$ cat src/hdl/ihex_pkg.sv
package ihex_pkg;

	typedef enum logic [3:0] {
		KIND_DATA      = 4'd0,
		KIND_OK        = 4'd1,
		KIND_SKIP      = 4'd2,
		KIND_END       = 4'd3,
		KIND_SUM       = 4'd4,
		KIND_OFFSET    = 4'd5,
		KIND_LENGTH    = 4'd6,
		KIND_FORMAT    = 4'd7,
		KIND_INPUT_END = 4'd8
	} kind_t;

	typedef enum logic {
		PH_IDLE   = 1'b0,
		PH_RECORD = 1'b1
	} phase_t;

	typedef enum logic [1:0] {
		FIN_RUN       = 2'd0,
		FIN_END       = 2'd1,
		FIN_ERR       = 2'd2,
		FIN_INPUT_END = 2'd3
	} fin_t;

	localparam logic [7:0] CH_LF    = 8'h0A;
	localparam logic [7:0] CH_CR    = 8'h0D;
	localparam logic [7:0] CH_COLON = 8'h3A;

	localparam logic [7:0] REC_DATA = 8'h00;
	localparam logic [7:0] REC_EOF  = 8'h01;

	// everything one input item produces, in emission order data, status, input end
	typedef struct packed {
		logic        data_v;
		logic [15:0] data_addr;
		logic [7:0]  data_byte;
		logic        stat_v;
		kind_t       stat_kind;
		logic [15:0] stat_addr;
		logic [7:0]  stat_type;
		logic        end_v;
	} bundle_t;

	typedef struct packed {
		kind_t       kind;
		logic [15:0] address;
		logic [7:0]  data_byte;
		logic [7:0]  record_type;
	} result_t;

endpackage

$ cat src/hdl/ihex_front.sv
module ihex_front import ihex_pkg::*; (
	input  logic       clk,
	input  logic       arst_n,
	input  logic       acc,
	input  logic [7:0] char_in,
	input  logic       end_of_file,
	output bundle_t    bnd
);

	phase_t      phase_q, n_phase;
	fin_t        fin_q, n_fin;
	logic [3:0]  hi_q, n_hi;
	logic        pend_q, n_pend;
	logic [8:0]  cnt_q, n_cnt;
	logic [7:0]  sum_q, n_sum;
	logic [7:0]  size_q, n_size;
	logic [15:0] off_q, n_off;
	logic [7:0]  rkind_q, n_rkind;
	logic [16:0] exp_q, n_exp;

	logic       dig_ok;
	logic [3:0] dig_val;
	logic [7:0] byte_val;
	logic       is_eol;
	kind_t      close_kind;

	always_comb begin
		dig_ok  = 1'b1;
		dig_val = 4'd0;
		if (char_in inside {["0":"9"]}) begin
			dig_val = 4'(char_in - 8'h30);
		end else if (char_in inside {["A":"F"]}) begin
			dig_val = 4'(char_in - 8'h37);
		end else if (char_in inside {["a":"f"]}) begin
			dig_val = 4'(char_in - 8'h57);
		end else begin
			dig_ok = 1'b0;
		end
	end

	assign is_eol   = (char_in == CH_CR) || (char_in == CH_LF);
	assign byte_val = {hi_q, dig_val};

	always_comb begin
		n_phase = phase_q;
		n_fin   = fin_q;
		n_hi    = hi_q;
		n_pend  = pend_q;
		n_cnt   = cnt_q;
		n_sum   = sum_q;
		n_size  = size_q;
		n_off   = off_q;
		n_rkind = rkind_q;
		n_exp   = exp_q;
		bnd     = '0;
		bnd.stat_kind = KIND_FORMAT;
		close_kind    = KIND_OK;
		if (acc) begin
			if (fin_q == FIN_RUN) begin
				if (is_eol) begin
					// closing is handled below together with end of file
				end else if (phase_q == PH_IDLE) begin
					if (char_in == CH_COLON) begin
						n_phase = PH_RECORD;
						n_hi    = 4'd0;
						n_pend  = 1'b0;
						n_cnt   = 9'd0;
						n_sum   = 8'd0;
						n_size  = 8'd0;
						n_off   = 16'd0;
						n_rkind = 8'd0;
					end else begin
						bnd.stat_v = 1'b1;
						n_fin      = FIN_ERR;
					end
				end else if (!dig_ok) begin
					bnd.stat_v    = 1'b1;
					bnd.stat_addr = off_q;
					bnd.stat_type = rkind_q;
					n_fin         = FIN_ERR;
					n_phase       = PH_IDLE;
					n_pend        = 1'b0;
				end else if (pend_q) begin
					n_pend = 1'b0;
					n_sum  = sum_q + byte_val;
					case (cnt_q)
						9'd0: n_size = byte_val;
						9'd1: n_off  = {byte_val, 8'd0};
						9'd2: n_off  = {off_q[15:8], byte_val};
						9'd3: n_rkind = byte_val;
						default: begin
							if (rkind_q == REC_DATA &&
								{1'b0, cnt_q} < ({2'b0, size_q} + 10'd4)) begin
								bnd.data_v    = 1'b1;
								bnd.data_addr = off_q + {7'b0, cnt_q} - 16'd4;
								bnd.data_byte = byte_val;
							end
						end
					endcase
					if (cnt_q != 9'h1FF) begin
						n_cnt = cnt_q + 9'd1;
					end
				end else begin
					n_hi   = dig_val;
					n_pend = 1'b1;
				end

				if ((is_eol || end_of_file) && n_fin == FIN_RUN && n_phase == PH_RECORD) begin
					if (n_pend) begin
						close_kind = KIND_FORMAT;
					end else if (n_sum != 8'd0) begin
						close_kind = KIND_SUM;
					end else if (n_cnt < 9'd5) begin
						close_kind = KIND_LENGTH;
					end else if (n_rkind == REC_EOF) begin
						close_kind = KIND_END;
					end else if (n_rkind != REC_DATA) begin
						close_kind = KIND_SKIP;
					end else if ({1'b0, n_off} != exp_q) begin
						close_kind = KIND_OFFSET;
					end else if ({1'b0, n_cnt} < ({2'b0, n_size} + 10'd5)) begin
						close_kind = KIND_LENGTH;
					end else begin
						close_kind = KIND_OK;
					end
					bnd.stat_v    = 1'b1;
					bnd.stat_kind = close_kind;
					bnd.stat_addr = n_off;
					bnd.stat_type = n_rkind;
					n_phase       = PH_IDLE;
					n_pend        = 1'b0;
					if (close_kind == KIND_END) begin
						n_fin = FIN_END;
					end else if (close_kind == KIND_OK) begin
						n_exp = {1'b0, n_off} + {9'b0, n_size};
					end else if (close_kind != KIND_SKIP) begin
						n_fin = FIN_ERR;
					end
				end
			end

			if (end_of_file) begin
				bnd.end_v = 1'b1;
				if (n_fin == FIN_RUN) begin
					n_fin = FIN_INPUT_END;
				end
				n_phase = PH_IDLE;
				n_pend  = 1'b0;
			end
		end
	end

	always_ff @(posedge clk or negedge arst_n) begin
		if (!arst_n) begin
			phase_q <= PH_IDLE;
			fin_q   <= FIN_RUN;
			hi_q    <= 4'd0;
			pend_q  <= 1'b0;
			cnt_q   <= 9'd0;
			sum_q   <= 8'd0;
			size_q  <= 8'd0;
			off_q   <= 16'd0;
			rkind_q <= 8'd0;
			exp_q   <= 17'd0;
		end else begin
			phase_q <= n_phase;
			fin_q   <= n_fin;
			hi_q    <= n_hi;
			pend_q  <= n_pend;
			cnt_q   <= n_cnt;
			sum_q   <= n_sum;
			size_q  <= n_size;
			off_q   <= n_off;
			rkind_q <= n_rkind;
			exp_q   <= n_exp;
		end
	end

	a_pend_in_record: assert property (@(posedge clk) disable iff (!arst_n)
		pend_q |-> phase_q == PH_RECORD)
		else $error("digit pending outside a record");

	a_finished_idle: assert property (@(posedge clk) disable iff (!arst_n)
		fin_q != FIN_RUN |-> phase_q == PH_IDLE)
		else $error("record open after decoding finished");

	a_data_from_data_record: assert property (@(posedge clk) disable iff (!arst_n)
		bnd.data_v |-> rkind_q == REC_DATA)
		else $error("data item from a non-data record");

endmodule

$ cat src/hdl/ihex_queue.sv
module ihex_queue import ihex_pkg::*; #(
	parameter int DEPTH = 4
) (
	input  logic    clk,
	input  logic    arst_n,
	input  logic    push,
	input  bundle_t push_bnd,
	output logic    full,
	input  logic    pop,
	output logic    empty,
	output bundle_t head
);

	localparam int PW = $clog2(DEPTH);
	localparam int CW = $clog2(DEPTH + 1);

	bundle_t        mem_q [DEPTH];
	logic [PW-1:0]  wr_q, rd_q;
	logic [CW-1:0]  cnt_q;

	assign full  = (cnt_q == CW'(DEPTH));
	assign empty = (cnt_q == '0);
	assign head  = mem_q[rd_q];

	always_ff @(posedge clk) begin
		if (push) begin
			mem_q[wr_q] <= push_bnd;
		end
	end

	always_ff @(posedge clk or negedge arst_n) begin
		if (!arst_n) begin
			wr_q  <= '0;
			rd_q  <= '0;
			cnt_q <= '0;
		end else begin
			if (push) begin
				wr_q <= (wr_q == PW'(DEPTH - 1)) ? '0 : wr_q + 1'b1;
			end
			if (pop) begin
				rd_q <= (rd_q == PW'(DEPTH - 1)) ? '0 : rd_q + 1'b1;
			end
			if (push && !pop) begin
				cnt_q <= cnt_q + 1'b1;
			end else if (pop && !push) begin
				cnt_q <= cnt_q - 1'b1;
			end
		end
	end

	a_no_overflow: assert property (@(posedge clk) disable iff (!arst_n)
		!(push && full))
		else $error("push into full queue");

	a_no_underflow: assert property (@(posedge clk) disable iff (!arst_n)
		!(pop && empty))
		else $error("pop from empty queue");

	a_count_bound: assert property (@(posedge clk) disable iff (!arst_n)
		cnt_q <= CW'(DEPTH))
		else $error("queue count out of range");

endmodule

$ cat src/hdl/ihex_back.sv
module ihex_back import ihex_pkg::*; (
	input  logic    clk,
	input  logic    arst_n,
	input  bundle_t head,
	input  logic    empty,
	output logic    pop,
	output logic    out_valid,
	input  logic    out_ready,
	output result_t out_res
);

	bundle_t    bnd_q;
	logic [2:0] mask_q;      // end, status, data
	logic [2:0] sel;
	logic [2:0] mask_after;
	logic       out_free;
	logic       take;
	logic       valid_q;
	result_t    res_q;
	result_t    nxt;

	assign out_free = !valid_q || out_ready;
	assign take     = out_free && (mask_q != 3'b000);

	always_comb begin
		sel = 3'b000;
		nxt = '0;
		if (mask_q[0]) begin
			sel             = 3'b001;
			nxt.kind        = KIND_DATA;
			nxt.address     = bnd_q.data_addr;
			nxt.data_byte   = bnd_q.data_byte;
			nxt.record_type = REC_DATA;   // data only comes from type 00 records
		end else if (mask_q[1]) begin
			sel             = 3'b010;
			nxt.kind        = bnd_q.stat_kind;
			nxt.address     = bnd_q.stat_addr;
			nxt.record_type = bnd_q.stat_type;
		end else begin
			sel      = {mask_q[2], 2'b00};
			nxt.kind = KIND_INPUT_END;
		end
	end

	assign mask_after = take ? (mask_q & ~sel) : mask_q;
	assign pop        = !empty && (mask_after == 3'b000);

	always_ff @(posedge clk) begin
		if (pop) begin
			bnd_q <= head;
		end
		if (take) begin
			res_q <= nxt;
		end
	end

	always_ff @(posedge clk or negedge arst_n) begin
		if (!arst_n) begin
			mask_q  <= 3'b000;
			valid_q <= 1'b0;
		end else begin
			if (pop) begin
				mask_q <= {head.end_v, head.stat_v, head.data_v};
			end else begin
				mask_q <= mask_after;
			end
			if (take) begin
				valid_q <= 1'b1;
			end else if (out_ready) begin
				valid_q <= 1'b0;
			end
		end
	end

	assign out_valid = valid_q;
	assign out_res   = res_q;

endmodule

$ cat src/hdl/intel_hex_record_decoder.sv
// channel  dir  tdata                        tuser      tlast
// s_       in   [7:0] char_in                -          end_of_file
// m_       out  [15:0] address, [23:16]      [3:0] kind -
//               data_byte, [31:24] record_type
//
// one character is taken per cycle while the queue has room; its results (up to three) are queued as one entry
// results leave one per cycle while the output is ready, so a character that yields several results
// drains slower than it enters, and the queue of QUEUE_DEPTH entries absorbs such bursts
// the front stalls only when the queue is full; results pass the queue, the back's entry and output registers
// reset clears the decoder to idle between lines with no record and expected offset zero
module intel_hex_record_decoder import ihex_pkg::*; #(
	parameter int QUEUE_DEPTH = 4
) (
	input  logic        clk,
	input  logic        arst_n,
	input  logic        s_tvalid,
	output logic        s_tready,
	input  logic [7:0]  s_tdata,    // [7:0] char_in
	input  logic        s_tlast,
	output logic        m_tvalid,
	input  logic        m_tready,
	output logic [31:0] m_tdata,    // [15:0] address, [23:16] data_byte, [31:24] record_type
	output logic [3:0]  m_tuser     // [3:0] kind
);

	logic    acc;
	logic    full;
	logic    empty;
	logic    pop;
	logic    push;
	bundle_t bnd;
	bundle_t head;
	result_t res;

	assign s_tready = !full;
	assign acc      = s_tvalid && !full;
	assign push     = acc && (bnd.data_v || bnd.stat_v || bnd.end_v);

	ihex_front u_front (
		.clk         (clk),
		.arst_n      (arst_n),
		.acc         (acc),
		.char_in     (s_tdata),
		.end_of_file (s_tlast),
		.bnd         (bnd)
	);

	ihex_queue #(
		.DEPTH (QUEUE_DEPTH)
	) u_queue (
		.clk      (clk),
		.arst_n   (arst_n),
		.push     (push),
		.push_bnd (bnd),
		.full     (full),
		.pop      (pop),
		.empty    (empty),
		.head     (head)
	);

	ihex_back u_back (
		.clk       (clk),
		.arst_n    (arst_n),
		.head      (head),
		.empty     (empty),
		.pop       (pop),
		.out_valid (m_tvalid),
		.out_ready (m_tready),
		.out_res   (res)
	);

	assign m_tdata = {res.record_type, res.data_byte, res.address};
	assign m_tuser = res.kind;

endmodule

$ cat config.mk
export PLATFORM = sky130hd
export DESIGN_NAME = intel_hex_record_decoder
export DESIGN_NICKNAME = d
export VERILOG_FILES = /design/src/hdl/ihex_pkg.sv /design/src/hdl/ihex_front.sv /design/src/hdl/ihex_queue.sv /design/src/hdl/ihex_back.sv /design/src/hdl/intel_hex_record_decoder.sv
export SDC_FILE = /design/constraint.sdc
export NUM_CORES = 1
export LEC_CHECK = 0
export BUFFER_PORTS_ARGS = -buffer_cell sky130_fd_sc_hd__buf_2
export CORE_MARGIN = 3
export CORE_UTILIZATION = 57
export DETAILED_ROUTE_END_ITERATION = 16
export PLACE_DENSITY = 0.84
export RECOVER_POWER = 100
export SLEW_MARGIN = 20
export SYNTH_ARGS = -nofsm -noshare
export SYNTH_HDL_FRONTEND = slang
export SYNTH_SLANG_ARGS = --single-unit
$ cat constraint.sdc
create_clock -name clk -period 4.4 [get_ports clk]
set_input_delay 0 -clock clk [delete_from_list [all_inputs] [get_ports clk]]
set_output_delay 0 -clock clk [all_outputs]
set_load 0.1 [all_outputs]
# Yosys cells after proc, flatten, opt, wreduce, memory -nomap -nowiden
# Memory sizes are Yosys's and may differ from the RTL's.
# Cells that the tools add are included.
[classes]
add_sub_neg = 14
order_cmp = 9
n_eq_ne = 17
mux = 123
n_bitwise = 5
reduce_logical = 42
[ops]
columns = ["operator", "n"]
rows = [
  ["$mux 8", 23],
  ["$mux 16", 9],
  ["$mux 25", 5],
  ["$mux 24", 3],
  ["$mux 9", 8],
  ["$mux 4", 17],
  ["$mux 55", 1],
  ["$mux 54", 1],
  ["$mux 2", 16],
  ["$pmux 16 s2", 1],
  ["$mux 1", 30],
  ["$mux 29", 1],
  ["$mux 26", 1],
  ["$mux 3", 7],
  ["$lt 9x10->1", 2],
  ["$add 8x3->9 const B", 2],
  ["$eq 9x2->1 const B", 2],
  ["$add 16x8->17", 1],
  ["$ne 16x17->1", 1],
  ["$add 16x9->16", 1],
  ["$eq 8x4->1 const B", 2],
  ["$ge 8x7->1 const B", 2],
  ["$le 8x7->1 const B", 2],
  ["$reduce_bool 8->1", 2],
  ["other kinds (38)", 70],
]
[totals]
reg_bits = 173
ramBits = 220
in_bits = 13
output_inout_bits = 38
wordCells = 236
n_memories = 1
[memory_table]
columns = ["name", "words", "word_bits", "rd", "rd_clocked_by_memory_dff", "write_ports", "line", "text"]
rows = [
  ["u_queue.mem_q", 4, 55, 1, 0, 1, "ihex_queue.sv:17", "bundle_t mem_q [DEPTH];"],
]

# Logic depth before layout (Yosys ltp)
[logic_depth]
depth_word = 34
depth_mapped = 26
ltp_nobuf = 21

# Hierarchy
# Synthesis repeated with hierarchy kept, for this count alone.
[unflattened]
cells_unflattened = 1470
area_unflattened_um2 = 19261.0
[by_module_without_submodules]
columns = ["mod", "instances", "cells_per_inst", "area_per_inst_um2", "seq_area_each_um2"]
rows = [
  ["ihex_queue", 1, 324, 8344.3, 6781.5],
  ["ihex_front", 1, 978, 7659.8, 1851.8],
  ["ihex_back", 1, 165, 3230.6, 2742.6],
  ["intel_hex_record_decoder", 1, 3, 26.3, 0.0],
]

# Worst setup path after synthesis
# OpenSTA, ideal clock, no wires.
[synth_timing]
path_kind = "register -> register"
from = "register u_queue.cnt_q[0]"
to = "memory u_queue.mem_q[0][0] (netlist bit) (enable)"
setup_time_ns = 0.417
arrival_time_ns = 4.492
required_ns = 3.983
slack_ns = -0.509
path_stages_with_launch = 10
path_buffers = 0
synth_period_minus_slack_ns = 4.909
path_cell_list = "dfrtp_1 nor2_1 nand2_1 nand2_1 nor3_1 nand2_1 a211oi_1 o211ai_1 a31oi_1 and2_1"
[synth_via]
elab_chain_len = 9
[synth_rtl]
columns = ["item", "line", "text"]
rows = [
  ["start: declaration", "ihex_queue.sv:19", "logic [CW-1:0] cnt_q;"],
  ["start signal: assignment", "ihex_queue.sv:44", "cnt_q <= cnt_q + 1'b1;"],
  ["start signal: assignment", "ihex_queue.sv:46", "cnt_q <= cnt_q - 1'b1;"],
  ["$eq 3x3->1 *", "ihex_queue.sv:21", "assign full = (cnt_q == CW'(DEPTH));"],
  ["$logic_not 1->1 *", "-", ""],
  ["via s_tready", "intel_hex_record_decoder.sv:17", "output logic s_tready,"],
  ["$logic_and 1x1->1 *", "intel_hex_record_decoder.sv:36", "assign acc = s_tvalid && !full;"],
  ["$mux 55", "ihex_front.sv:58", "if (acc) begin"],
  ["$logic_or 1x1->1 (2 in a row)", "intel_hex_record_decoder.sv:37", "assign push = acc && (bnd.data_v || bnd.stat_v || bnd.end_v);"],
  ["$logic_and 1x1->1 *", "intel_hex_record_decoder.sv:37", ""],
  ["via push", "intel_hex_record_decoder.sv:30", "logic push;"],
  ["$mux 1 *", "ihex_queue.sv:26", "if (push) begin"],
  ["$mux 1 (not written as such) *", "ihex_queue.sv:27", "mem_q[wr_q] <= push_bnd;"],
  ["end: declaration", "ihex_queue.sv:17", ""],
]
# The timed path passes the listed nets; every way through them passes the cells marked *.

# Worst setup path in the final report
[layout_timing]
from = "register u_front.phase_q"
to = "register u_front.fin_q[0]"
[layout_via]
elab_chain_len = 26
word_cells_on_any_way = 64
classes_between = "add/sub (1); order compare (2); eq/ne (5); mux (50); reduce/logical (6)"
[layout_rtl]
columns = ["item", "line", "text"]
rows = [
  ["start: declaration", "ihex_front.sv:10", "phase_t phase_q, n_phase;"],
  ["start signal: assignment", "ihex_front.sv:166", "phase_q <= n_phase;"],
  ["$mux 8", "ihex_front.sv:62", "end else if (phase_q == PH_IDLE) begin"],
  ["$mux 8", "ihex_front.sv:60", "if (is_eol) begin"],
  ["$mux 8", "ihex_front.sv:59", "if (fin_q == FIN_RUN) begin"],
  ["$mux 8", "ihex_front.sv:58", ""],
  ["$add 8x3->9", "ihex_front.sv:121", "end else if ({1'b0, n_cnt} < ({2'b0, n_size} + 10'd5)) begin"],
  ["$lt 9x10->1", "ihex_front.sv:121", ""],
  ["$mux 3", "ihex_front.sv:121", ""],
  ["$mux 4", "ihex_front.sv:119", "end else if ({1'b0, n_off} != exp_q) begin"],
  ["[... 10 more ...]", "-", ""],
  ["$mux 2", "ihex_front.sv:134", "end else if (close_kind == KIND_OK) begin"],
  ["$mux 2", "ihex_front.sv:132", "if (close_kind == KIND_END) begin"],
  ["$mux 2 *", "ihex_front.sv:108", "if ((is_eol || end_of_file) && n_fin == FIN_RUN && n_phase == PH_RECORD) begin"],
  ["$mux 2 *", "ihex_front.sv:59", ""],
  ["$mux 2 *", "ihex_front.sv:58", ""],
  ["$logic_not 2->1", "ihex_front.sv:144", "if (n_fin == FIN_RUN) begin"],
  ["$mux 2", "ihex_front.sv:144", ""],
  ["$mux 2 *", "ihex_front.sv:142", "if (end_of_file) begin"],
  ["end signal: assignment", "ihex_front.sv:167", "fin_q <= n_fin;"],
  ["end: declaration", "ihex_front.sv:11", "fin_t fin_q, n_fin;"],
]
# Every way passes the cells marked *; elsewhere a longest branch is shown, timed or not. The select of a mux whose other input is x is not followed.
# A chain may end at the register's enable or synchronous reset.

==> impl_metrics.env <==
export IMPL_wl_per_cell_um=26.90
export IMPL_reg2reg_depth=18
export IMPL_nets=1786
export IMPL_synth_flop_cell="edfxtp_1"
export IMPL_clock_sinks=388
export IMPL_routabilityCongestion=1.032
export IMPL_violations="max-capacitance violations, max-slew violations"
export IMPL_hold_path_class="input port to flop"
export IMPL_syn_area_mm2=0.01935
export IMPL_cts_buffers=39
export IMPL_yosysSeqAreaShare_pct=58.03
export IMPL_clk_latency_ns=0.56
export IMPL_antenna_left=0
export IMPL_rsz0062_at_grt="true"
export IMPL_postSynthCellCount=1539
export IMPL_synth_fp_nets=1622
export IMPL_nFillCells=2234
export IMPL_first_iter_violations=1833
export IMPL_slowest_stage="dfrtp_1"
export IMPL_yosys_area_top_type="edfxtp_1"
export IMPL_grt_pass1_wl_mm=88.26
export IMPL_yosysTopAreaCellShare_pct=47.03
export IMPL_hold_start="s_tdata[1]"
export IMPL_synthAdderAreaFrac_pct=4.695
export IMPL_drc=0
export IMPL_critPathCaptureType="flop"
export IMPL_firstDrtPassIters=6
export IMPL_period_minus_slack_ns=4.308
export IMPL_crit_chain="clkbuf_1 > o31ai_2 > buf_4 > nor3_1 > nand3_1 > nor3_1 > mux2_2 > inv_1 > ha_1 > nand2_1 > o21ai_1 > o21ai_1 > nand2b_1 > a21oi_2 > o31ai_4 > or3_4 > a22o_1 > a31o_2"
export IMPL_status="finished with violations"
export IMPL_period_share_pct=97.90
export IMPL_utilization_pct=67.98
export IMPL_maxCapViolations=2
export IMPL_cts_max_level=2
export IMPL_routed_wl_mm=58.45
export IMPL_min_path_cells=5
export IMPL_crit_reg2reg_launch="u_front.phase_q$_DFFE_PN0P_"
export IMPL_synthMuxAreaShare_pct=8.246
export IMPL_hold_viol=0
export IMPL_synth_compound_area_share_pct=11.74
export IMPL_syn_to_final_growth_pct=16.07
export IMPL_reg2reg_slack_ns=0.09
export IMPL_yosysWarnings=0
export IMPL_synth_seq_cells=388
export IMPL_num_rows=66
export IMPL_cp_required_ns=4.85
export IMPL_dieArea_mm2=0.03619
export IMPL_die_y_um=190.2
export IMPL_cts_tree="yes"
export IMPL_final_cells=2173
export IMPL_synth_top_family_by_area="simple AND/OR/NAND/NOR gates"
export IMPL_whs_ns=0.1329
export IMPL_arrival_ns=4.76
export IMPL_worstSetupStartpointType="flop"
export IMPL_seq_area_mm2=0.01123
export IMPL_cts_root_buffer="clkbuf_16"
export IMPL_layout_drive_gt1_share_pct=18.84
export IMPL_die_x_um=190.2
export IMPL_netlist_top_cells_area="edfxtp_1 47%, dfrtp_1 11%, mux4_2 6.3%"
export IMPL_leakagePower_nw=8.511
export IMPL_pwr_density_cell_mw_per_mm2=570.2
export IMPL_synth_distinct_cells=87
export IMPL_layout_common_cells="303 x edfxtp_1, 128 x buf_4, 125 x nor2_1"
export IMPL_synth_edff_count=303
export IMPL_ir_drop_uv=628.9
export IMPL_place_inst=2094
export IMPL_fin_setup_tns_ns=0
export IMPL_dp_hpwl_mm=37.44
export IMPL_max_slew_margin_pct=-72.23
export IMPL_initial_core_util_pct=58.57
export IMPL_via_per_inst=6.706
export IMPL_antenna_found_initial=1
export IMPL_gr_total_overflow=0
export IMPL_max_freq_mhz=232.1
export IMPL_synthArstFlopShare_pct=21.91
export IMPL_r2r_end="u_front.fin_q[0]$_DFFE_PN0P_"
export IMPL_fin_skew_ns=0.01991
export IMPL_track_usage_pct=32.51
export IMPL_worstSetupPathType="flop to flop"
export IMPL_slowest_delay_ns=0.53
export IMPL_synth_simple_gate_area_share_pct=11.98
export IMPL_grt_start_max_net_pins=55
export IMPL_path_clk_slew_ns=0.06
export IMPL_fp_coreArea_mm2=0.03303
export IMPL_synth_xor_area_share_pct=2.173
export IMPL_worst_pin_slew_ns=2.583
export IMPL_multiInputGateArea_mm2=0.007641
export IMPL_setup_violations=0
export IMPL_pin_count=51
export IMPL_io_buffers=50
export IMPL_slew_violations=73
export IMPL_clk_path_buf_depth=3
export IMPL_routed_via_count=14572
export IMPL_syn_avg_cell_area_um2=12.57
export IMPL_grt_pass1_vias=14426
export IMPL_hold_end="u_front.rkind_q[1]$_DFFE_PN0P_"
export IMPL_crit_fanout=12
export IMPL_layout_commonest_cell="edfxtp_1"
## state kept, by name (all words and copies together) (netlist names)
signal / count
u_queue.mem_q: 216
u_back.bnd_q: 51
u_back.out_res: 36
u_front.exp_q: 17
u_front.off_q: 16
u_front.cnt_q: 9
u_front.rkind_q: 8
u_front.size_q: 8
u_front.sum_q: 8
u_front.hi_q: 4
u_back.mask_q: 3
u_queue.cnt_q: 3
u_front.fin_q: 2
u_queue.rd_q: 2
u_queue.wr_q: 2
u_back.out_valid: 1
u_front.pend_q: 1
u_front.phase_q: 1
## worst max-delay path: cells and delay by family (launching register included)
kind | cells | cell delay, ns
DFF | 1 | 0.53
adders and majority gates | 1 | 0.25
AOI/OAI and AO/OA | 7 | 1.12
muxes | 1 | 0.37
buffers and inverters | 3 | 0.83
and+or+nand+nor | 6 | 1.09
## power by group
part | total (mW) | leakage (nW) | internal [mW] | switching, mW
clock network | 3.64 | 0.666 | 2.18 | 1.46
logic | 3.74 | 4.00 | 1.08 | 2.66
registers | 5.43 | 3.85 | 4.94 | 0.494
## metal layers
layer | vias up | share of wire (%) | track usage (%)
li1 | 6184 | - | -
met4 | 0 | 5.9 | 15.55
met3 | 260 | 10 | 5.938
met2 | 1053 | 48 | 53.93
met5 | - | 0 | 0
met1 | 7075 | 36 | 41.81
## final cells by class
type                            count  area share, %
Sequential cell                   388          50.00
Multi-Input combinational cell   1001          34.03
Timing Repair Buffer              195          6.073
Clock buffer                       44          4.474
Tap cell                          442          2.463
Clock inverter                     24          1.649
Inverter                           78          1.304
Antenna cell                        1        0.01114
## logic make-up (layout without fill, tap and decap cells)
group	after synthesis	count (layout)
multiplexers	87	87
AO/OA/AOI/OAI	331	331
adder cells (fa/ha/maj)	71	71
XOR/XNOR	48	48
other	0	1
AND/OR/NAND/NOR	464	464
flip-flops	388	388
buffers and inverters	150	341
## worst max-delay path by stage
stage | start | endpoint | slack, ns
finish | u_front.phase_q$_DFFE_PN0P_ | u_front.fin_q[0]$_DFFE_PN0P_ | 0.09
detailed placement | u_front.cnt_q[2]$_DFFE_PN0P_ | u_front.exp_q[9]$_DFFE_PN0P_ | -0.1
global route | u_front.cnt_q[2]$_DFFE_PN0P_ | u_front.fin_q[0]$_DFFE_PN0P_ | -0.12
floorplan | u_front.cnt_q[7]$_DFFE_PN0P_ | u_front.exp_q[9]$_DFFE_PN0P_ | 0.001
global placement | u_front.cnt_q[2]$_DFFE_PN0P_ | u_front.exp_q[9]$_DFFE_PN0P_ | -0.05
CTS | u_front.cnt_q[2]$_DFFE_PN0P_ | u_front.fin_q[0]$_DFFE_PN0P_ | 0.03
## repair_timing
| action | in CTS | in global routing |
|---|---|---|
| buffers inserted | 0 | 3 |
| setup endpoints to repair | 15 | 43 |
| hold endpoints to repair | 47 | 0 |
| hold buffers | 6 | 0 |
| resized for setup | 5 | 15 |
| pin swaps | 0 | 7 |
## synth_stat cells (all sizes together) (11+ instances only)
| library cell | instances |
|---|---|
| ha | 67 |
| xor2 | 25 |
| inv | 77 |
| nor2b | 11 |
| a21o | 22 |
| a21oi | 63 |
| mux2i | 12 |
| nand2b | 11 |
| nand2 | 108 |
| edfxtp | 303 |
| o21ai | 69 |
| buf | 23 |
| o211ai | 11 |
| xnor2 | 23 |
| clkbuf | 49 |
| a31oi | 18 |
| and2 | 39 |
| and3 | 18 |
| nor3 | 43 |
| mux2 | 21 |
| dfrtp | 85 |
| nand4 | 19 |
| nor4 | 15 |
| nand3 | 34 |
| a22o | 40 |
| mux4 | 54 |
| a22oi | 19 |
| nor2 | 126 |
## metrics by stage
step	area (um^2)	setup slack, ns	total power, mW
after floorplan	19380	0.0009890	8.069
after global placement	20990	-0.04791	8.860
after detailed placement	20990	-0.09588	9.043
after CTS	22450	0.02621	12.82
after global routing	22450	-0.1234	13.18
final	22460	0.09239	12.80
(Power assumes the default switching activity.)
